### src/design/fird_pkg.sv
// ----------------------------------------------------------------------------
// fird_pkg: shared types and constants for the FIR decimator
// Defaults, register map, command codes, sequencer states, MAC control.
// ----------------------------------------------------------------------------
package fird_pkg;

  localparam int TAPS_DEFAULT     = 64;
  localparam int MAX_DEC_DEFAULT  = 16;

  // register map (index = byte address / 4)
  localparam int REG_DECIMATION    = 0;
  localparam int REG_FILTER_LENGTH = 1;

  localparam logic [4:0] DECIMATION_RESET    = 5'd2;
  localparam logic [6:0] FILTER_LENGTH_RESET = 7'd64;

  // item kinds on tuser
  localparam logic CMD_SAMPLE = 1'b0;
  localparam logic CMD_COEF   = 1'b1;

  typedef enum logic [1:0] {
    ST_IDLE,
    ST_RUN,
    ST_WAIT
  } fird_state_t;

  // sequencer to MAC datapath
  typedef struct packed {
    logic clear;  // zero the accumulator
    logic issue;  // a tap read was issued this cycle
    logic last;   // it is the final tap
    logic zero;   // delay entry not yet filled, treat sample as zero
  } fird_mac_ctl_t;

endpackage

### src/design/fird_ram.sv
// ----------------------------------------------------------------------------
// fird_ram: simple dual-port synchronous memory
// One write port, one read port, registered read data.
// ----------------------------------------------------------------------------
module fird_ram #(
  parameter int ADDR_W = 6,
  parameter int DATA_W = 16
) (
  input  logic              clk,
  input  logic              we,
  input  logic [ADDR_W-1:0] waddr,
  input  logic [DATA_W-1:0] wdata,
  input  logic [ADDR_W-1:0] raddr,
  output logic [DATA_W-1:0] rdata
);

  logic [DATA_W-1:0] mem [2**ADDR_W];

  always_ff @(posedge clk) begin
    if (we) begin
      mem[waddr] <= wdata;
    end
  end

  always_ff @(posedge clk) begin
    rdata <= mem[raddr];
  end

endmodule

### src/design/fird_mac.sv
// ----------------------------------------------------------------------------
// fird_mac: multiply-accumulate, gain, round and saturate
// Product stage, accumulator, scale by decimation factor, round half up,
// clip to 16 bits. Result is held until taken.
// ----------------------------------------------------------------------------
module fird_mac #(
  parameter int TAPS          = fird_pkg::TAPS_DEFAULT,
  parameter int MAX_DECIMATION = fird_pkg::MAX_DEC_DEFAULT,
  localparam int DEC_W        = $clog2(MAX_DECIMATION + 1)
) (
  input  logic                    clk,
  input  logic                    rst,
  input  fird_pkg::fird_mac_ctl_t ctl,
  input  logic signed [15:0]      sample,   // delay RAM data, the cycle after issue
  input  logic signed [15:0]      coef,     // coefficient RAM data
  input  logic [DEC_W-1:0]        dec,
  output logic                    res_valid,
  input  logic                    res_take,
  output logic signed [15:0]      res,
  output logic                    res_sat
);

  localparam int ACC_W = 32 + $clog2(TAPS);
  localparam int SC_W  = ACC_W + DEC_W + 1;

  logic                    v1, last1, zero1;
  logic                    v2, last2;
  logic                    v3;
  logic                    v4;
  logic signed [31:0]      prod;
  logic signed [ACC_W-1:0] acc;
  logic signed [SC_W-1:0]  scaled;
  logic signed [SC_W-1:0]  rounded;
  logic signed [SC_W-1:0]  shifted;

  // control pipeline
  always_ff @(posedge clk) begin
    if (rst) begin
      v1 <= 1'b0;
      v2 <= 1'b0;
      v3 <= 1'b0;
      v4 <= 1'b0;
      res_valid <= 1'b0;
    end else begin
      v1 <= ctl.issue;
      v2 <= v1;
      v3 <= v2 & last2;
      v4 <= v3;
      if (v4) begin
        res_valid <= 1'b1;
      end else if (res_take) begin
        res_valid <= 1'b0;
      end
    end
  end

  // datapath
  always_ff @(posedge clk) begin
    last1 <= ctl.last;
    zero1 <= ctl.zero;
    last2 <= last1;
    prod  <= zero1 ? 32'sd0 : sample * coef;
    if (ctl.clear) begin
      acc <= '0;
    end else if (v2) begin
      acc <= acc + ACC_W'(prod);
    end
    if (v3) begin
      scaled <= SC_W'(acc) * $signed({1'b0, dec});
    end
    if (v4) begin
      if (shifted > SC_W'(32767)) begin
        res     <= 16'sh7fff;
        res_sat <= 1'b1;
      end else if (shifted < -SC_W'(32768)) begin
        res     <= -16'sh8000;
        res_sat <= 1'b1;
      end else begin
        res     <= shifted[15:0];
        res_sat <= 1'b0;
      end
    end
  end

  // Q.15 to integer, half up
  assign rounded = scaled + SC_W'(16384);
  assign shifted = rounded >>> 15;

endmodule

### src/design/fir_decimator.sv
// ----------------------------------------------------------------------------
// fir_decimator: streaming FIR decimating low-pass filter
// Samples fill a circular delay RAM; every Nth sample a sequencer walks the
// taps through the delay and coefficient RAMs into a single MAC.
// ----------------------------------------------------------------------------
//
//  channel  | dir | fields (low bit first)
//  ---------+-----+-----------------------------------------------------------
//  s_t*     | in  | tdata: sample_in[15:0] coef_index[21:16] coef_value[37:22]
//           |     | tuser: cmd (0 sample, 1 coefficient write)
//  m_t*     | out | tdata: sample_out[15:0]; tuser: saturated
//  APB      | cfg | 0x0 decimation_factor[4:0], 0x4 filter_length[6:0]
//
// Coefficient writes and non-decimating samples leave input ready; a
// decimating sample holds it off while the sequencer walks one tap per cycle
// through the read port of each RAM, then product, scale and round stages.
// Reset clears the delay line through a fill count (no clearing pass),
// the phase count and the registers; coefficients are undefined until written.
// A stalled output holds; the next item is still taken while it waits, and
// the sequencer waits only if a second result is ready before the first left.
// ----------------------------------------------------------------------------
module fir_decimator #(
  parameter int TAPS           = fird_pkg::TAPS_DEFAULT,
  parameter int MAX_DECIMATION = fird_pkg::MAX_DEC_DEFAULT
) (
  input  logic        clk,
  input  logic        rst,
  // input items
  input  logic        s_tvalid,
  output logic        s_tready,
  input  logic [39:0] s_tdata,   // sample_in, coef_index, coef_value, zero pad
  input  logic        s_tuser,   // cmd
  // result items
  output logic        m_tvalid,
  input  logic        m_tready,
  output logic [15:0] m_tdata,   // sample_out
  output logic        m_tuser,   // saturated
  // configuration
  input  logic        psel,
  input  logic        penable,
  input  logic        pwrite,
  input  logic [2:0]  paddr,
  input  logic [31:0] pwdata,
  output logic [31:0] prdata,
  output logic        pready
);

  localparam int AW    = $clog2(TAPS);
  localparam int LEN_W = $clog2(TAPS + 1);
  localparam int DEC_W = $clog2(MAX_DECIMATION + 1);

  // payload unpack
  logic signed [15:0] sample_in;
  logic [5:0]         coef_index;
  logic signed [15:0] coef_value;
  logic               cmd;
  assign sample_in  = s_tdata[15:0];
  assign coef_index = s_tdata[21:16];
  assign coef_value = s_tdata[37:22];
  assign cmd        = s_tuser;

  // ---------------- configuration registers ----------------
  logic [4:0] decimation_factor;
  logic [6:0] filter_length;
  logic       cfg_wr;

  assign pready = 1'b1;
  assign cfg_wr = psel & penable & pwrite & pready;

  always_ff @(posedge clk) begin
    if (rst) begin
      decimation_factor <= fird_pkg::DECIMATION_RESET;
      filter_length     <= fird_pkg::FILTER_LENGTH_RESET;
    end else if (cfg_wr) begin
      case (32'(paddr[2]))
        fird_pkg::REG_DECIMATION:    decimation_factor <= pwdata[4:0];
        fird_pkg::REG_FILTER_LENGTH: filter_length     <= pwdata[6:0];
        default: ;
      endcase
    end
  end

  always_comb begin
    case (32'(paddr[2]))
      fird_pkg::REG_DECIMATION:    prdata = {27'd0, decimation_factor};
      fird_pkg::REG_FILTER_LENGTH: prdata = {25'd0, filter_length};
      default:                     prdata = '0;
    endcase
  end

  // clamp to the supported ranges
  logic [DEC_W-1:0] dec_eff;
  logic [LEN_W-1:0] len_eff;

  always_comb begin
    if (decimation_factor < 5'd2) begin
      dec_eff = DEC_W'(2);
    end else if (32'(decimation_factor) > MAX_DECIMATION) begin
      dec_eff = DEC_W'(MAX_DECIMATION);
    end else begin
      dec_eff = DEC_W'(decimation_factor);
    end
    if (filter_length == 7'd0) begin
      len_eff = LEN_W'(1);
    end else if (32'(filter_length) > TAPS) begin
      len_eff = LEN_W'(TAPS);
    end else begin
      len_eff = LEN_W'(filter_length);
    end
  end

  // ---------------- sequencer ----------------
  fird_pkg::fird_state_t    state, state_next;
  fird_pkg::fird_mac_ctl_t  mac_ctl;

  logic [AW-1:0]    wp;        // next delay RAM slot to write
  logic [AW-1:0]    rd_ptr;    // delay RAM slot of the tap being read
  logic [LEN_W-1:0] k;         // tap counter
  logic [LEN_W-1:0] fill;      // samples in the delay line, saturates at TAPS
  logic [DEC_W-1:0] phase_count;
  logic [DEC_W-1:0] phase_inc;

  logic accept, is_sample, is_coef, emit, tap_last;
  logic mac_valid, mac_take, load_out;
  logic signed [15:0] mac_res;
  logic               mac_sat;

  assign s_tready  = (state == fird_pkg::ST_IDLE);
  assign accept    = s_tvalid & s_tready;
  assign is_sample = accept & (cmd == fird_pkg::CMD_SAMPLE);
  assign is_coef   = accept & (cmd == fird_pkg::CMD_COEF);
  assign phase_inc = phase_count + DEC_W'(1);
  // ">=" so a factor lowered below the running count fires on the next sample
  assign emit      = is_sample & (phase_inc >= dec_eff);
  assign tap_last  = (k == len_eff - LEN_W'(1));
  assign load_out  = mac_valid & (~m_tvalid | m_tready);

  always_ff @(posedge clk) begin
    if (rst) begin
      state <= fird_pkg::ST_IDLE;
    end else begin
      state <= state_next;
    end
  end

  always_comb begin
    state_next    = state;
    mac_ctl.clear = 1'b0;
    mac_ctl.issue = 1'b0;
    mac_ctl.last  = tap_last;
    mac_ctl.zero  = (k >= fill);
    mac_take      = 1'b0;
    case (state)
      fird_pkg::ST_IDLE: begin
        if (emit) begin
          mac_ctl.clear = 1'b1;
          state_next    = fird_pkg::ST_RUN;
        end
      end
      fird_pkg::ST_RUN: begin
        mac_ctl.issue = 1'b1;
        if (tap_last) begin
          state_next = fird_pkg::ST_WAIT;
        end
      end
      fird_pkg::ST_WAIT: begin
        if (load_out) begin
          mac_take   = 1'b1;
          state_next = fird_pkg::ST_IDLE;
        end
      end
      default: state_next = fird_pkg::ST_IDLE;
    endcase
  end

  always_ff @(posedge clk) begin
    if (rst) begin
      wp          <= '0;
      fill        <= '0;
      phase_count <= '0;
    end else if (is_sample) begin
      wp          <= wp + AW'(1);
      phase_count <= emit ? '0 : phase_inc;
      if (fill < LEN_W'(TAPS)) begin
        fill <= fill + LEN_W'(1);
      end
    end
  end

  // tap walk: newest sample first, coefficient 0 first
  always_ff @(posedge clk) begin
    if (state == fird_pkg::ST_IDLE) begin
      rd_ptr <= wp;
      k      <= '0;
    end else if (state == fird_pkg::ST_RUN) begin
      rd_ptr <= rd_ptr - AW'(1);
      k      <= k + LEN_W'(1);
    end
  end

  // ---------------- memories ----------------
  logic [15:0] delay_rdata, coef_rdata;
  logic        coef_we;

  assign coef_we = is_coef & (32'(coef_index) < TAPS);

  fird_ram #(.ADDR_W(AW), .DATA_W(16)) u_delay_ram (
    .clk   (clk),
    .we    (is_sample),
    .waddr (wp),
    .wdata (sample_in),
    .raddr (rd_ptr),
    .rdata (delay_rdata)
  );

  fird_ram #(.ADDR_W(AW), .DATA_W(16)) u_coef_ram (
    .clk   (clk),
    .we    (coef_we),
    .waddr (AW'(coef_index)),
    .wdata (coef_value),
    .raddr (k[AW-1:0]),
    .rdata (coef_rdata)
  );

  // ---------------- MAC ----------------
  fird_mac #(.TAPS(TAPS), .MAX_DECIMATION(MAX_DECIMATION)) u_mac (
    .clk       (clk),
    .rst       (rst),
    .ctl       (mac_ctl),
    .sample    (delay_rdata),
    .coef      (coef_rdata),
    .dec       (dec_eff),
    .res_valid (mac_valid),
    .res_take  (mac_take),
    .res       (mac_res),
    .res_sat   (mac_sat)
  );

  // ---------------- output register ----------------
  always_ff @(posedge clk) begin
    if (rst) begin
      m_tvalid <= 1'b0;
    end else if (mac_take) begin
      m_tvalid <= 1'b1;
    end else if (m_tready) begin
      m_tvalid <= 1'b0;
    end
  end

  always_ff @(posedge clk) begin
    if (mac_take) begin
      m_tdata <= mac_res;
      m_tuser <= mac_sat;
    end
  end

  // ---------------- assertions ----------------
  a_fill_bound: assert property (@(posedge clk) disable iff (rst)
    fill <= LEN_W'(TAPS))
    else $error("delay fill count beyond tap count");

  a_phase_bound: assert property (@(posedge clk) disable iff (rst)
    32'(phase_count) < MAX_DECIMATION)
    else $error("phase count out of range");

  a_idle_no_result: assert property (@(posedge clk) disable iff (rst)
    (state == fird_pkg::ST_IDLE) |-> !mac_valid)
    else $error("MAC result pending while sequencer idle");

  a_run_tap_bound: assert property (@(posedge clk) disable iff (rst)
    (state == fird_pkg::ST_RUN) |-> (k < len_eff))
    else $error("tap counter past filter length");

  a_take_loads: assert property (@(posedge clk) disable iff (rst)
    mac_take |=> m_tvalid)
    else $error("result taken but not presented");

endmodule

### config.mk
export PLATFORM = sky130hd
export DESIGN_NAME = fir_decimator
export DESIGN_NICKNAME = d
export VERILOG_FILES = /design/src/design/fird_pkg.sv /design/src/design/fird_ram.sv /design/src/design/fird_mac.sv /design/src/design/fir_decimator.sv
export SDC_FILE = /design/constraint.sdc
export NUM_CORES = 2
export LEC_CHECK = 0
export ABC_AREA = 0
export BUFFER_PORTS_ARGS = -buffer_cell sky130_fd_sc_hd__buf_2
export CORE_UTILIZATION = 50
export DETAILED_ROUTE_END_ITERATION = 10
export PLACE_DENSITY = 0.66
export SLEW_MARGIN = 30
export SYNTH_ARGS = -nofsm -noshare
export SYNTH_HDL_FRONTEND = slang
export SYNTH_SLANG_ARGS = --single-unit
### constraint.sdc
create_clock -name clk -period 8.6 [get_ports clk]
set_clock_uncertainty 0.1 [all_clocks]
set_input_delay 0.43 -clock clk [delete_from_list [all_inputs] [get_ports clk]]
set_output_delay 0.43 -clock clk [all_outputs]
set_load 0.005 [all_outputs]
==> results_dict.tcl <==
set metrics [dict create \
    status "completed" \
    finalSetupViolCount 0 \
    initialDrtViolationCount 4731 \
    synth_area_sq_um 105000 \
    vias 52700 \
    routed_wl_um 228000 \
    grtUsageTotal 0.219 \
    firstDrtPassIters 5 \
    postCtsSetupBuffers 0 \
    cap_violations 0 \
    period_minus_slack_ns 6.97 \
    die_y_um 459 \
    synth_area_per_cell_sq_um 17.6 \
    drc_errors 0 \
    clk_pin_slew_ns 0.06 \
    final_hold_viol_count 0 \
    viasPerCell 5.75 \
    startpoint_type "register" \
    drive_gt1_frac 0.205 \
    place_hpwl_um 138000 \
    hold_path_class "input pin to register" \
    max_slew_margin 0.389 \
    synth_area_leader_cell "edfxtp_1" \
    pin_count 135 \
    grt_overflow 0 \
    syn_to_final_growth_pct 11.3 \
    die-area_sq_um 211000 \
    crit_path_max_fanout 16 \
    synth-edff-count 2118 \
    num-nets-final 6858 \
    cp-end-kind "register" \
    tightest_slew_ns 0.916 \
    clock_path_buffers 3 \
    initial_core_util 0.504 \
    synthArstFlopShare 0 \
    insertion_delay_ns 0.88 \
    fin_setup_tns_ns 0 \
    synthFlopType "edfxtp_1" \
    place_congestion 0.804 \
    grt_max_degree 135 \
    io_buffers 79 \
    antenna_found_initial 19 \
    ys_types 98 \
    p_leak_nw 40.0 \
    core-area_sq_um 207000 \
    yosys.area.top_type_share 0.608 \
    ant_nets 0 \
    rsz0062_at_grt "no" \
    num_rows 167 \
    cts_tree "yes" \
    cp_data_required_time_ns 9.19 \
    num-fill-cells 15800 \
    numCtsBuffers 217 \
    final_area_sq_um 116000 \
    ys_seq_area_frac 0.637 \
    ys_warn_count 0 \
    multi_input_comb_area_sq_um 35000 \
    yosysMostFrequentCell "edfxtp_1" \
    grt_pass1_wl_um 343000 \
    clock-sinks 2268 \
    ys_seq_elements 2268 \
    whs_ns 0.0159 \
    crit_arrival_ns 7.56 \
    placed_cell_area_sq_um 109000 \
    ff_latch_area_sq_um 66600 \
    cts-htree-levels 4 \
    grt_pass1_vias 54100 \
    postSynthCellCount 5925 \
    p_per_area_nw_per_um2 331 \
    die_x_um 459 \
    cts-root-buf "clkbuf_16" \
    wl_per_cell_um 24.9 \
    period_share 0.810 \
    finalPower_mw 38.5 \
    critPathKind "register to register" \
    final-max-slew-violation-count 0 \
    yosys-top-cells-area "edfxtp_1, mux4_2, fa_1, dfxtp_1, ha_1" \
    ir_drop_v 0.00142 \
    fmax_ghz 0.144 \
    synth_commonest_cells "edfxtp_1, mux4_2, inv_1" \
]
cell type report:
class | count | share of cell area
clock inverters | 137 | 0.0114
inverters | 497 | 0.0160
well taps | 2788 | 0.0300
repair buffers | 290 | 0.0195
multi-input cells | 2904 | 0.301
diodes | 4 | 0.0000860
flip-flops and latches | 2268 | 0.573
clock buffers | 271 | 0.0495
state kept, by name, summed over array words and instances, names as in the netlist, 7 cells and up:
name / flops
fill: 7
u_mac.scaled: 30
filter_length: 7
k: 7
u_mac.acc: 38
m_tdata: 16
u_delay_ram.mem: 1024
u_delay_ram.rdata: 16
u_coef_ram.mem: 1024
u_mac.prod: 32
u_mac.res: 16
u_coef_ram.rdata: 16
logic make-up (layout without fill, tap and decap cells):
family	count (synthesis)	after routing	share of synthesized area
DFF	2268	2268	0.637
and+or+nand+nor	1090	1090	0.0527
buffers and inverters	777	1195	0.0296
AOI/OAI and AO/OA	355	355	0.0229
muxes	712	712	0.149
other	2	30	0.0000718
adders and majority gates	597	597	0.0985
xor gates and xnor gates	124	124	0.0104
where the power goes:
part,leakage [nW],internal (mW),switching [mW]
clock network,3.44,5.23,4.15
logic,16.3,7.65,8.98
registers,20.3,12.2,0.294
critical path, cell delays in order, from the launching register on:
cell and delay, ns:
dfxtp_1 0.75, nand2_1 0.18, fa_1 0.54, fa_1 0.58
fa_1 0.47, fa_1 0.54, inv_1 0.05, fa_1 0.49
fa_1 0.42, ha_1 0.34, a21o_1 0.19, a21oi_1 0.23
o21bai_1 0.09, a21o_1 0.21, o211ai_1 0.29, a21oi_1 0.20
o41a_1 0.50, o41ai_2 0.24, mux2_2 0.36
layout by cell type (no fill, tap or decap), types with 62 or more instances in the layout:
master     synthesis  routed
a21o_1            62      62
a21oi_1           87      86
and2_1           298     298
buf_4             27     184
clkbuf_16          0     219
dfxtp_1          150     144
edfxtp_1        2118    2118
fa_1             377     377
ha_1             220     220
inv_1            497     497
mux4_2           672     672
nand2_1          247     247
nor2_1           290     274
o21ai_0           71      71
xnor2_1           78      78
final timing paths:
path	start	depth (start not counted)	slack [ns]	endpoint
hold / removal	s_tdata[11]	1	0.02	u_delay_ram.mem[23][11]
setup / recovery	u_delay_ram.rdata[10]	18	1.63	u_mac.prod[31]
setup reg to reg	u_delay_ram.rdata[10]	18	1.63	u_mac.prod[31]
hold reg to reg	u_mac.last1	0	0.24	u_mac.last2
through the flow:
stage               setup slack (ns)  cells  utilization
floorplan                       2.26   5949            -
global placement                1.72   8697        0.524
detailed placement              1.68   8697        0.524
CTS                             1.66   9151        0.560
global route                    1.35   9159        0.561
finish                          1.63   9159        0.561
routing by layer:
| metal | vias to the layer above | global-route usage | routed length (um) | share of wire |
|---|---|---|---|---|
| li1 | 22900 | - | - | - |
| met5 | - | 0 | 37 | 0.00016 |
| met4 | 6 | 0.0561 | 4900 | 0.022 |
| met2 | 1601 | 0.357 | 113000 | 0.49 |
| met1 | 27800 | 0.308 | 95400 | 0.42 |
| met3 | 293 | 0.0389 | 14900 | 0.065 |
repair_timing:
item                                   in CTS  in global routing
hold buffers                               46                  4
resized for setup                           0                  0
endpoints found under the hold margin     655                 33
No activity file was read; power rests on OpenSTA's default activity.
